==> src/hdl/frs_pkg.sv <==
// Shared constants and types for the framed receiver with sum checksum.
`timescale 1ns / 1ps

package frs_pkg;

  localparam int MAX_PAYLOAD = 64;
  localparam int BYTE_W      = 8;
  localparam int LEN_W       = 7;
  localparam int POS_W       = $clog2(MAX_PAYLOAD);

  localparam logic [BYTE_W-1:0] HEADER_RESET  = 8'd170;
  localparam logic [LEN_W-1:0]  MAX_LEN_RESET = 7'd64;
  localparam logic [LEN_W-1:0]  PAYLOAD_LIMIT = LEN_W'(MAX_PAYLOAD);

  typedef enum logic [0:0] {
    REG_HEADER  = 1'b0,
    REG_MAX_LEN = 1'b1
  } cfg_reg_t;

  typedef struct packed {
    logic              en;
    logic [POS_W-1:0]  addr;
    logic [BYTE_W-1:0] data;
  } store_wr_t;

  typedef struct packed {
    logic             start;
    logic [LEN_W-1:0] length;
  } emit_req_t;

endpackage

==> src/hdl/frs_ram.sv <==
// Generic single-write, single-read RAM with registered read data.
`timescale 1ns / 1ps

module frs_ram #(
  parameter int WIDTH = 8,
  parameter int DEPTH = 64
) (
  input  logic                     clk,
  input  logic                     wr_en,
  input  logic [$clog2(DEPTH)-1:0] wr_addr,
  input  logic [WIDTH-1:0]         wr_data,
  input  logic                     rd_en,
  input  logic [$clog2(DEPTH)-1:0] rd_addr,
  output logic [WIDTH-1:0]         rd_data
);

  logic [WIDTH-1:0] mem [DEPTH];
  logic [WIDTH-1:0] rd_data_r;

  always_ff @(posedge clk) begin
    if (wr_en) begin
      mem[wr_addr] <= wr_data;
    end
    if (rd_en) begin
      rd_data_r <= mem[rd_addr];
    end
  end

  assign rd_data = rd_data_r;

endmodule

==> src/hdl/frs_parser.sv <==
// Frame parser: config registers, phase machine, payload store writes, checksum.
`timescale 1ns / 1ps

module frs_parser (
  input  logic                          clk,
  input  logic                          rst_n,
  input  logic                          cfg_wr_en,
  input  logic [0:0]                    cfg_index,
  input  logic [frs_pkg::BYTE_W-1:0]    cfg_data,
  input  logic                          in_fire,
  input  logic [frs_pkg::BYTE_W-1:0]    in_rx_byte,
  output frs_pkg::store_wr_t            store_wr,
  output frs_pkg::emit_req_t            emit_req
);
  import frs_pkg::*;

  typedef enum logic [3:0] {
    PH_HEADER = 4'b0001,
    PH_LENGTH = 4'b0010,
    PH_DATA   = 4'b0100,
    PH_CHECK  = 4'b1000
  } phase_t;

  phase_t            phase_r, phase_nxt;
  logic [BYTE_W-1:0] header_r;
  logic [LEN_W-1:0]  max_len_r;
  logic [LEN_W-1:0]  expected_r, expected_nxt;
  logic [LEN_W-1:0]  fill_r, fill_nxt;
  logic [BYTE_W-1:0] sum_r, sum_nxt;
  logic [LEN_W-1:0]  limit;
  logic [LEN_W-1:0]  fill_inc;

  assign limit    = (max_len_r > PAYLOAD_LIMIT) ? PAYLOAD_LIMIT : max_len_r;
  assign fill_inc = fill_r + LEN_W'(1);

  always_comb begin
    phase_nxt       = phase_r;
    expected_nxt    = expected_r;
    fill_nxt        = fill_r;
    sum_nxt         = sum_r;
    store_wr.en     = 1'b0;
    store_wr.addr   = fill_r[POS_W-1:0];
    store_wr.data   = in_rx_byte;
    emit_req.start  = 1'b0;
    emit_req.length = expected_r;
    unique case (phase_r)
      PH_HEADER: begin
        if (in_fire && in_rx_byte == header_r) begin
          phase_nxt = PH_LENGTH;
        end
      end
      PH_LENGTH: begin
        if (in_fire) begin
          fill_nxt     = '0;
          sum_nxt      = '0;
          expected_nxt = in_rx_byte[LEN_W-1:0];
          if (in_rx_byte > {1'b0, limit}) begin
            phase_nxt = PH_HEADER;
          end else if (in_rx_byte == '0) begin
            phase_nxt = PH_CHECK;
          end else begin
            phase_nxt = PH_DATA;
          end
        end
      end
      PH_DATA: begin
        if (in_fire) begin
          store_wr.en = 1'b1;
          sum_nxt     = sum_r + in_rx_byte;
          fill_nxt    = fill_inc;
          if (fill_inc >= expected_r) begin
            phase_nxt = PH_CHECK;
          end
        end
      end
      PH_CHECK: begin
        if (in_fire) begin
          // run is emitted only for a non-empty frame with a matching sum
          emit_req.start = (expected_r != '0) && (sum_r == in_rx_byte);
          phase_nxt      = PH_HEADER;
        end
      end
      default: begin
        phase_nxt = PH_HEADER;
      end
    endcase
  end

  always_ff @(posedge clk) begin
    if (!rst_n) begin
      phase_r    <= PH_HEADER;
      expected_r <= '0;
      fill_r     <= '0;
      sum_r      <= '0;
      header_r   <= HEADER_RESET;
      max_len_r  <= MAX_LEN_RESET;
    end else begin
      phase_r    <= phase_nxt;
      expected_r <= expected_nxt;
      fill_r     <= fill_nxt;
      sum_r      <= sum_nxt;
      if (cfg_wr_en) begin
        unique case (cfg_reg_t'(cfg_index))
          REG_HEADER:  header_r  <= cfg_data;
          REG_MAX_LEN: max_len_r <= cfg_data[LEN_W-1:0];
          default:     ;
        endcase
      end
    end
  end

endmodule

==> src/hdl/frs_emit.sv <==
// Payload run sequencer: reads the store and presents one beat per byte.
`timescale 1ns / 1ps

module frs_emit (
  input  logic                         clk,
  input  logic                         rst_n,
  input  frs_pkg::emit_req_t           emit_req,
  input  logic [frs_pkg::BYTE_W-1:0]   rd_data,
  output logic                         rd_en,
  output logic [frs_pkg::POS_W-1:0]    rd_addr,
  output logic                         busy,
  output logic                         out_valid,
  input  logic                         out_stall,
  output logic [frs_pkg::BYTE_W-1:0]   out_payload_byte,
  output logic [frs_pkg::POS_W-1:0]    out_byte_position,
  output logic [frs_pkg::LEN_W-1:0]    out_frame_length,
  output logic                         out_last_byte
);
  import frs_pkg::*;

  typedef enum logic [1:0] {
    EM_IDLE = 2'b01,
    EM_SHOW = 2'b10
  } em_state_t;

  em_state_t        state_r, state_nxt;
  logic [POS_W-1:0] idx_r, idx_nxt;
  logic [LEN_W-1:0] len_r, len_nxt;
  logic             last;

  assign last = ({1'b0, idx_r} == len_r - LEN_W'(1));

  always_comb begin
    state_nxt = state_r;
    idx_nxt   = idx_r;
    len_nxt   = len_r;
    rd_en     = 1'b0;
    rd_addr   = idx_r + POS_W'(1);
    unique case (state_r)
      EM_IDLE: begin
        if (emit_req.start) begin
          rd_en     = 1'b1;
          rd_addr   = '0;
          idx_nxt   = '0;
          len_nxt   = emit_req.length;
          state_nxt = EM_SHOW;
        end
      end
      EM_SHOW: begin
        if (!out_stall) begin
          if (last) begin
            state_nxt = EM_IDLE;
          end else begin
            // fetch the next byte on the same edge that takes this beat
            rd_en   = 1'b1;
            idx_nxt = idx_r + POS_W'(1);
          end
        end
      end
      default: begin
        state_nxt = EM_IDLE;
      end
    endcase
  end

  always_ff @(posedge clk) begin
    if (!rst_n) begin
      state_r <= EM_IDLE;
      idx_r   <= '0;
      len_r   <= '0;
    end else begin
      state_r <= state_nxt;
      idx_r   <= idx_nxt;
      len_r   <= len_nxt;
    end
  end

  assign busy              = (state_r == EM_SHOW);
  assign out_valid         = (state_r == EM_SHOW);
  assign out_payload_byte  = rd_data;
  assign out_byte_position = idx_r;
  assign out_frame_length  = len_r;
  assign out_last_byte     = last;

endmodule

==> src/hdl/frame_receiver_sum_checksum.sv <==
// Top level of the framed byte receiver with 8-bit sum checksum.
//
// Input channel: one received byte per beat (in_valid / in_stall, in_rx_byte).
// Frames are header, length, payload bytes, then the modulo-256 payload sum.
// Bytes before a header are dropped; a length above the limit aborts the frame.
// Output channel: one beat per payload byte of a frame whose sum matched,
// carrying the byte, its position, the frame length and a last marker.
// An input byte is accepted whenever in_valid is high and no run is being delivered.
// The first output beat appears in the cycle after the checksum byte is taken
// (one RAM read); further beats follow one per cycle while out_stall is low,
// each read through the single read port of the payload store.
// in_stall is high for the whole run, until the last beat is taken.
// A high out_stall holds the current beat and pauses the run.
// The user writes configuration (cfg_wr_en, cfg_index, cfg_data) only while idle; the block does not enforce it.
// Reset returns to header hunting with header 170 and limit 64; the payload
// store needs no clearing, it is only read after being written.
`timescale 1ns / 1ps

module frame_receiver_sum_checksum (
  input  logic                        clk,
  input  logic                        rst_n,
  input  logic                        cfg_wr_en,
  input  logic [0:0]                  cfg_index,
  input  logic [frs_pkg::BYTE_W-1:0]  cfg_data,
  input  logic                        in_valid,
  output logic                        in_stall,
  input  logic [frs_pkg::BYTE_W-1:0]  in_rx_byte,
  output logic                        out_valid,
  input  logic                        out_stall,
  output logic [frs_pkg::BYTE_W-1:0]  out_payload_byte,
  output logic [frs_pkg::POS_W-1:0]   out_byte_position,
  output logic [frs_pkg::LEN_W-1:0]   out_frame_length,
  output logic                        out_last_byte
);
  import frs_pkg::*;

  store_wr_t         store_wr;
  emit_req_t         emit_req;
  logic              in_fire;
  logic              busy;
  logic              rd_en;
  logic [POS_W-1:0]  rd_addr;
  logic [BYTE_W-1:0] rd_data;

  assign in_stall = busy;
  assign in_fire  = in_valid && !busy;

  frs_parser u_parser (
    .clk        (clk),
    .rst_n      (rst_n),
    .cfg_wr_en  (cfg_wr_en),
    .cfg_index  (cfg_index),
    .cfg_data   (cfg_data),
    .in_fire    (in_fire),
    .in_rx_byte (in_rx_byte),
    .store_wr   (store_wr),
    .emit_req   (emit_req)
  );

  frs_ram #(
    .WIDTH (BYTE_W),
    .DEPTH (MAX_PAYLOAD)
  ) u_store (
    .clk     (clk),
    .wr_en   (store_wr.en),
    .wr_addr (store_wr.addr),
    .wr_data (store_wr.data),
    .rd_en   (rd_en),
    .rd_addr (rd_addr),
    .rd_data (rd_data)
  );

  frs_emit u_emit (
    .clk               (clk),
    .rst_n             (rst_n),
    .emit_req          (emit_req),
    .rd_data           (rd_data),
    .rd_en             (rd_en),
    .rd_addr           (rd_addr),
    .busy              (busy),
    .out_valid         (out_valid),
    .out_stall         (out_stall),
    .out_payload_byte  (out_payload_byte),
    .out_byte_position (out_byte_position),
    .out_frame_length  (out_frame_length),
    .out_last_byte     (out_last_byte)
  );

  a_no_input_during_run: assert property (
    @(posedge clk) disable iff (!rst_n) out_valid |-> in_stall
  ) else $error("input accepted while a run is delivered");

  a_no_store_write_during_run: assert property (
    @(posedge clk) disable iff (!rst_n) out_valid |-> !store_wr.en
  ) else $error("payload store written during a run");

  a_position_in_frame: assert property (
    @(posedge clk) disable iff (!rst_n)
    out_valid |-> ({1'b0, out_byte_position} < out_frame_length)
  ) else $error("beat position beyond frame length");

  a_run_advances: assert property (
    @(posedge clk) disable iff (!rst_n)
    (out_valid && !out_stall && !out_last_byte) |=>
      (out_valid && out_byte_position == $past(out_byte_position) + POS_W'(1))
  ) else $error("run did not advance to the next byte");

  a_run_ends: assert property (
    @(posedge clk) disable iff (!rst_n)
    (out_valid && !out_stall && out_last_byte) |=> !out_valid
  ) else $error("beat presented after the last byte");

endmodule
==> config.mk <==
export PLATFORM = sky130hd
export DESIGN_NAME = frame_receiver_sum_checksum
export DESIGN_NICKNAME = d
export VERILOG_FILES = /design/src/hdl/frs_pkg.sv /design/src/hdl/frs_ram.sv /design/src/hdl/frs_parser.sv /design/src/hdl/frs_emit.sv /design/src/hdl/frame_receiver_sum_checksum.sv
export SDC_FILE = /design/constraint.sdc
export NUM_CORES = 1
export LEC_CHECK = 0
export BUFFER_PORTS_ARGS = -buffer_cell sky130_fd_sc_hd__clkbuf_2
export CORE_AREA = 2 2 213 215
export CTS_BUF_LIST = sky130_fd_sc_hd__clkbuf_4
export CTS_CLUSTER_SIZE = 40
export DETAILED_ROUTE_END_ITERATION = 8
export DIE_AREA = 0 0 215 217
export PLACE_DENSITY = 0.7
export SYNTH_ARGS = -nofsm -noshare
export SYNTH_HDL_FRONTEND = slang
export SYNTH_SLANG_ARGS = --single-unit
==> constraint.sdc <==
create_clock -name clk -period 4.9 [get_ports clk]
set_input_delay 0.245 -clock clk [delete_from_list [all_inputs] [get_ports clk]]
set_output_delay 0.245 -clock clk [all_outputs]
set_load 0.02 [all_outputs]
==> flow_summary_export.csv, run 1 <==
group,metric,value,unit
run_status,status,"finished clean",
layout,area_delta_synth_final,13.2,%
clock_tree,htreeDepth,4,
yosys,yosys.area.top_type,"edfxtp_1",
setup_path,worstRegToRegCells,7,
grt,grt_pass1_vias,15200,
setup_path,critical_path_peak_fanout,17,
yosys,yosysSeqAreaShare,0.692,
setup_path,rr_startpoint,"u_parser.expected_r[5]",
clock_tree,cts_inserted_buffers,147,
drt,wl_per_cell,25.2,um
yosys,yosysMostFrequentCell,"edfxtp_1",
sta,rsz0062_at_grt,"no",
yosys,avgSynthCellArea,15.2,um^2
yosys,synthesis.nets,1638,
floorplanning,initial_utilization,0.541,
sta,worst_slack,0.975,ns
yosys,ys.flop_type,"edfxtp_1",
drt,firstDrtPassIters,5,
grt,overflow,0,
floorplanning,dieArea,46700,um^2
drt,ant_nets,0,
clock_tree,clockBufferDepth,3,
drt,drtIter0Drc,1583,
drt,viasPerCell,6.14,
setup_path,r2r-end,"u_store.rd_data[6]",
yosys,yosys_warnings,0,
worst_hold_path,hold_path_end,"u_store.mem[27][7]",
floorplanning,fp-row-count,78,
worst_hold_path,min_path_cells,2,
yosys,synth.top_cells.by_area,"edfxtp_1 (65%), mux4_2 (7.2%), dfxtp_1 (4.6%)",
setup_path,endpoint_kind,"flop",
yosys,ys_ff_latch,576,
setup_path,critPathArrivalTime,4.61,ns
clock_tree,ctsResizeCount,0,
power,power.internal,7670,uW
setup_path,worst_setup_path_start_kind,"flop",
floorplanning,dieWidth,215,um
floorplanning,core,44700,um^2
sta,setup_violations,0,
yosys,synth_cells,1589,
drt,via_count,15200,
power,cellPowerDensity,359,nW/um^2
place,numPortBuffers,45,
sta,fmax,0.255,GHz
clock_tree,cts-root-buf,"clkbuf_4",
sta,period_minus_slack,3.93,ns
grt,grt_pass1_wl,93900,um
floorplanning,die_height,217,um
sta,tns,0,ns
worst_hold_path,min_from,"in_rx_byte[7]",
yosys,ys_types,84,
yosys,synthArstFlopShare,0,
power,seqPwrFrac,0.548,
layout,final_nets,1815,
place,place.gp.congestion,0.886,
setup_path,worstSetupPathType,"flop to flop",
clock_tree,cts_sinks,576,
yosys,netlist_area,24200,um^2
grt,antenna_found_initial,2,
sta,hold_violations,0,
clock_tree,worstSkewPairLatency,0.97,ns
clock_tree,cts_tree,"built",
sta,drv_slew,0,
sta,finalClockSkew,0.0608,ns
power,netSwitchingFraction,0.220,
yosys,yosysTopAreaCellShare,0.645,
floorplanning,ios,46,
place,pre_cts_slack,1.09,ns
drt,wirelength,62300,um
yosys,synth_edf_count,520,
layout,layout-drive-gt1-share,0.223,
sta,fin_crit_sh,0.801,
worst_hold_path,hold_class,"input pin to flop",
clock_tree,clk_pin_slew,0.06,ns
drt,drc,0,
grt,gr-usage-all-layers,0.274,
power,p_switching,2170,uW
setup_path,ff2ff_setup_slack,0.97,ns
grt,grt_max_degree,103,
run,maxCapViolCount,0,
power,clkPwrFrac,0.421,
place,dp_hpwl,36800,um
power,peakVddDrop,0.240,mV
power,p_leak,0.00891,uW
setup_path,worstPathRequired,5.59,ns
power,p_comb_frac,0.031,
yosys,synthTopCellsByCount,"edfxtp_1 (520), nand2_1 (118), nor2_1 (117), mux4_2 (77), nand3_1 (66)",
sta,relSlewSlack,0.160,
sta,tightestPinTransition,1.26,ns
-- cell type report --
cell class                      instances  area [um^2]
Fill cell                            3489        17300
Sequential cell                       576        16700
Multi-Input combinational cell        892         6940
Clock buffer                          211         1580
Timing Repair Buffer                  125          986
Tap cell                              600          751
Clock inverter                         40          303
Inverter                               24         90.1
Antenna cell                            2         5.00
-- worst max-delay path, stage by stage (launching register included) --
cell	delay, ns
dfxtp_1	0.35
or4_4	0.57
o211ai_4	0.30
or2_1	0.71
nand3_1	0.63
a2111oi_0	0.78
a21oi_1	0.12
nor4b_2	0.19
-- sequential cells by signal, summed over array words and instances (netlist names) --
register,count
u_store.mem,512
u_parser.header_r,8
u_parser.sum_r,8
u_store.rd_data,8
u_emit.out_frame_length,7
u_parser.expected_r,7
u_parser.fill_r,7
u_parser.max_len_r,7
u_emit.out_byte_position,6
u_parser.phase_r,4
u_emit.state_r,2
-- per-layer routing --
layer / part of all wire / track usage / vias up / wire [um]
met2: 0.48 / 0.434 / 719 / 30000
met5: 0 / 0 / - / 0
met1: 0.41 / 0.372 / 7668 / 25700
met4: 0.025 / 0.105 / 0 / 1590
li1: - / - / 6656 / -
met3: 0.080 / 0.0668 / 119 / 4980
-- power groups by stage --
stage	Combinational, uW	Clock [uW]	Sequential, uW
global placement	268	0	5500
global route	332	4490	5390
finish	302	4140	5390
floorplan	134	0	5490
detailed placement	274	0	5500
CTS	301	4230	5390
-- through the flow --
step / cell area, um^2 / utilization / instances / hold slack, ns / total power, uW
detailed placement: 25100 / 0.561 / 2173 / 0.461 / 5770
CTS: 27400 / 0.613 / 2468 / 0.00198 / 9920
finish: 27400 / 0.613 / 2470 / 0.0919 / 9840
floorplan: 24200 / - / 1589 / 0.344 / 5620
global route: 27400 / 0.613 / 2470 / 0.0564 / 10200
global placement: 25100 / 0.561 / 2173 / 0.454 / 5760
-- cell families after synthesis --
family / after synthesis / synth area share
DFF: 576 / 0.692
and+or+nand+nor: 424 / 0.0842
buffers and inverters: 121 / 0.0231
AOI/OAI and AO/OA: 271 / 0.0778
adders and majority gates: 27 / 0.0143
xor gates and xnor gates: 36 / 0.0133
muxes: 134 / 0.0957
-- cells in the final DEF (no fill, tap or decap), types with 6 or more instances in the layout --
cell	instances
edfxtp_1	520
clkbuf_4	211
nand2_1	118
nor2_1	117
mux4_2	77
nand3_1	66
o21ai_0	62
dfxtp_1	55
mux2i_1	49
clkbuf_2	45
dlygate4sd3_1	44
a21oi_1	42
buf_4	32
nor2b_1	27
nor3_1	27
ha_1	25
clkinv_1	24
inv_1	23
xnor2_1	23
a31oi_1	19
a21boi_0	18
o211ai_1	17
a22oi_1	15
xor2_1	10
nor4_1	10
a2111oi_0	10
nand2b_1	9
a211oi_1	9
or3_1	8
mux2_2	8
clkinvlp_4	7
a311oi_1	6
a211o_1	6
o22ai_1	6
nand3b_1	6
-- what timing repair did --
action | in CTS | in global routing
hold buffers | 44 | 0
setup buffers | 0 | 0
endpoints found under the hold margin | 117 | 0
-- how the worst max path moves through the flow --
stage | startpoint | to | slack [ns] | depth (start not counted)
2_1_floorplan | u_emit.state_r[0] | u_store.mem[50][0] | 2.00 | 9
3_3_place_gp | u_parser.expected_r[5] | u_store.rd_data[6] | 1.11 | 7
3_5_place_dp | u_parser.expected_r[5] | u_store.rd_data[6] | 1.09 | 7
4_1_cts | u_emit.out_byte_position[0] | out_last_byte | 0.87 | 6
5_1_grt | u_emit.out_byte_position[0] | out_last_byte | 0.75 | 6
6_report | u_parser.expected_r[5] | u_store.rd_data[6] | 0.97 | 7
Note: power is estimated with default switching activity, not from simulation.
==> run 2, diff against run 1 <==
Clock period 4.9 ns to 3.7 ns, I/O delays scaled along.
==> run 2 against run 1 <==
Clock power grew 30%. Flip-flop and latch count unchanged. Die area did not move. Worst hold slack better by 0.064 ns. Core utilization rose by 1.5 points. Critical path depth is 2 higher. Setup slack got worse by 0.70 ns. Non-clock buffer count increased by 84. Cell count is 3.8% higher. Largest cell class unchanged.
==> flow_summary_export.csv, run 2 (synthesized netlist as in run 1, its figures left out) <==
group,metric,value,unit
setup_path,crit_buf_inv,3,
setup_path,worst_setup_path_start_kind,"flop",
drt,wl_per_cell,25.2,um
clock_tree,cts_sinks,576,
layout,final_cell_mix,"edfxtp_1 (520), clkbuf_4 (219), nand2_1 (118)",
layout,area_delta_synth_final,15.9,%
grt,grt_max_degree,69,
place,place.gp.congestion,0.907,
sta,finalClockSkew,0.0521,ns
clock_tree,ctsResizeCount,0,
setup_path,crit_slowest_cell,"or4_1",
setup_path,worstPathRequired,3.51,ns
layout,stdcell_area,28100,um^2
setup_path,r2r-end,"u_store.rd_data[6]",
setup_path,worstRegToRegCells,7,
layout,multiInputGateArea,6940,um^2
setup_path,critPathArrivalTime,3.24,ns
floorplanning,ios,46,
drt,wirelength,64600,um
clock_tree,postCtsHoldBufs,47,
grt,antenna_found_initial,2,
grt,gr-usage-all-layers,0.285,
layout,largest_reg_flops,512,
grt,grt_pass1_vias,15500,
clock_tree,cts_inserted_buffers,146,
power,p_leak,0.00938,uW
floorplanning,fp-row-count,78,
floorplanning,core,44700,um^2
setup_path,cpPeakStageDelay,0.63,ns
drt,drc,0,
layout,nFillCells,3357,
layout,layout.cells.non_filler,2563,
sta,rsz0062_at_grt,"no",
sta,hold_violations,0,
power,cellPowerDensity,462,nW/um^2
place,place_inst,2254,
worst_hold_path,min_from,"in_rx_byte[3]",
clock_tree,worstSkewPairLatency,0.97,ns
worst_hold_path,min_path_cells,2,
layout,seq_area,16700,um^2
floorplanning,initial_utilization,0.541,
power,peakVddDrop,0.347,mV
layout,layout-drive-gt1-share,0.257,
run,maxCapViolCount,0,
grt,overflow,0,
clock_tree,clockBufferDepth,3,
place,numPortBuffers,45,
floorplanning,dieWidth,215,um
worst_hold_path,hold_path_end,"u_store.mem[59][3]",
setup_path,path_cells,"inv_1, ha_1, nor3b_2, xnor2_1, a21oi_1, a22oi_1, or4_1, inv_1, clkbuf_2",
setup_path,endpoint_kind,"primary output",
grt,grt_pass1_wl,96900,um
setup_path,worstSetupPathType,"flop to primary output",
floorplanning,die_height,217,um
layout,final_nets,1898,
drt,drtIter0Drc,1787,
clock_tree,cts-root-buf,"clkbuf_4",
place,dp_hpwl,41000,um
setup_path,startpoint,"u_emit.out_frame_length[0]",
clock_tree,htreeDepth,4,
layout,postLayoutCoreUtil,0.628,
layout,regMostFlops,"u_store.mem",
drt,viasPerCell,6.04,
clock_tree,postCtsSetupRepairBufs,0,
floorplanning,dieArea,46700,um^2
sta,setup_violations,0,
sta,tns,0,ns
power,fin_total_pwr,13000,uW
sta,fin_crit_sh,0.925,
setup_path,critical_path_peak_fanout,5,
layout,final_common_cell,"edfxtp_1",
setup_path,critical_path.top_delay_family,"simple AND/OR/NAND/NOR gates",
clock_tree,clk_pin_slew,0.07,ns
sta,relSlewSlack,0.397,
sta,fmax,0.292,GHz
worst_hold_path,hold_class,"input pin to flop",
setup_path,cpMostUsedCell,"inv_1",
drt,firstDrtPassIters,5,
sta,tightestPinTransition,0.901,ns
sta,drv_slew,0,
drt,ant_nets,0,
setup_path,rr_startpoint,"u_emit.out_byte_position[2]",
run_status,status,"finished clean",
place,place_area,25700,um^2
sta,period_minus_slack,3.42,ns
setup_path,ff2ff_setup_slack,0.41,ns
clock_tree,cts_tree,"built",
drt,via_count,15500,
==> run 2: area by class of cell <==
type	count	share of cell area
clock inverter	40	0.00772
antenna	3	0.000268
timing repair buffer	209	0.0592
multi-input combinational	892	0.247
clock buffer	219	0.0586
sequential	576	0.597
inverter	24	0.00321
tap	600	0.0268
==> run 2: worst max path at each step <==
stage	end	slack, ns	cells past startpoint
3_3_place_gp	u_store.rd_data[1]	0.32	13
5_1_grt	out_last_byte	0.009	9
6_report	out_last_byte	0.28	9
4_1_cts	out_last_byte	0.21	9
3_5_place_dp	u_store.rd_data[1]	0.35	13
2_1_floorplan	u_store.mem[50][0]	0.80	9
==> run 2: power breakdown <==
| part | leakage (uW) | switching, uW | total [uW] | internal [uW] |
|---|---|---|---|---|
| registers | 0.00513 | 39.7 | 7140 | 7100 |
| logic | 0.00314 | 270 | 418 | 147 |
| clock network | 0.00111 | 2550 | 5390 | 2840 |
| total | 0.00938 | 2860 | 13000 | 10100 |
==> run 2: per-layer routing <==
metal | vias to the layer above | part of all wire | global-route usage | wire (um)
met5 | - | 0 | 0 | 0
met4 | 0 | 0.027 | 0.104 | 1770
met3 | 111 | 0.090 | 0.0767 | 5840
met2 | 760 | 0.47 | 0.447 | 30700
met1 | 7782 | 0.41 | 0.386 | 26300
li1 | 6834 | - | - | -
==> run 2: through the flow <==
step	setup slack (ns)	hold WS, ns
global route	0.00946	0.0618
global placement	0.322	0.398
detailed placement	0.347	0.399
CTS	0.212	0.0644
floorplan	0.798	0.284
finish	0.277	0.156
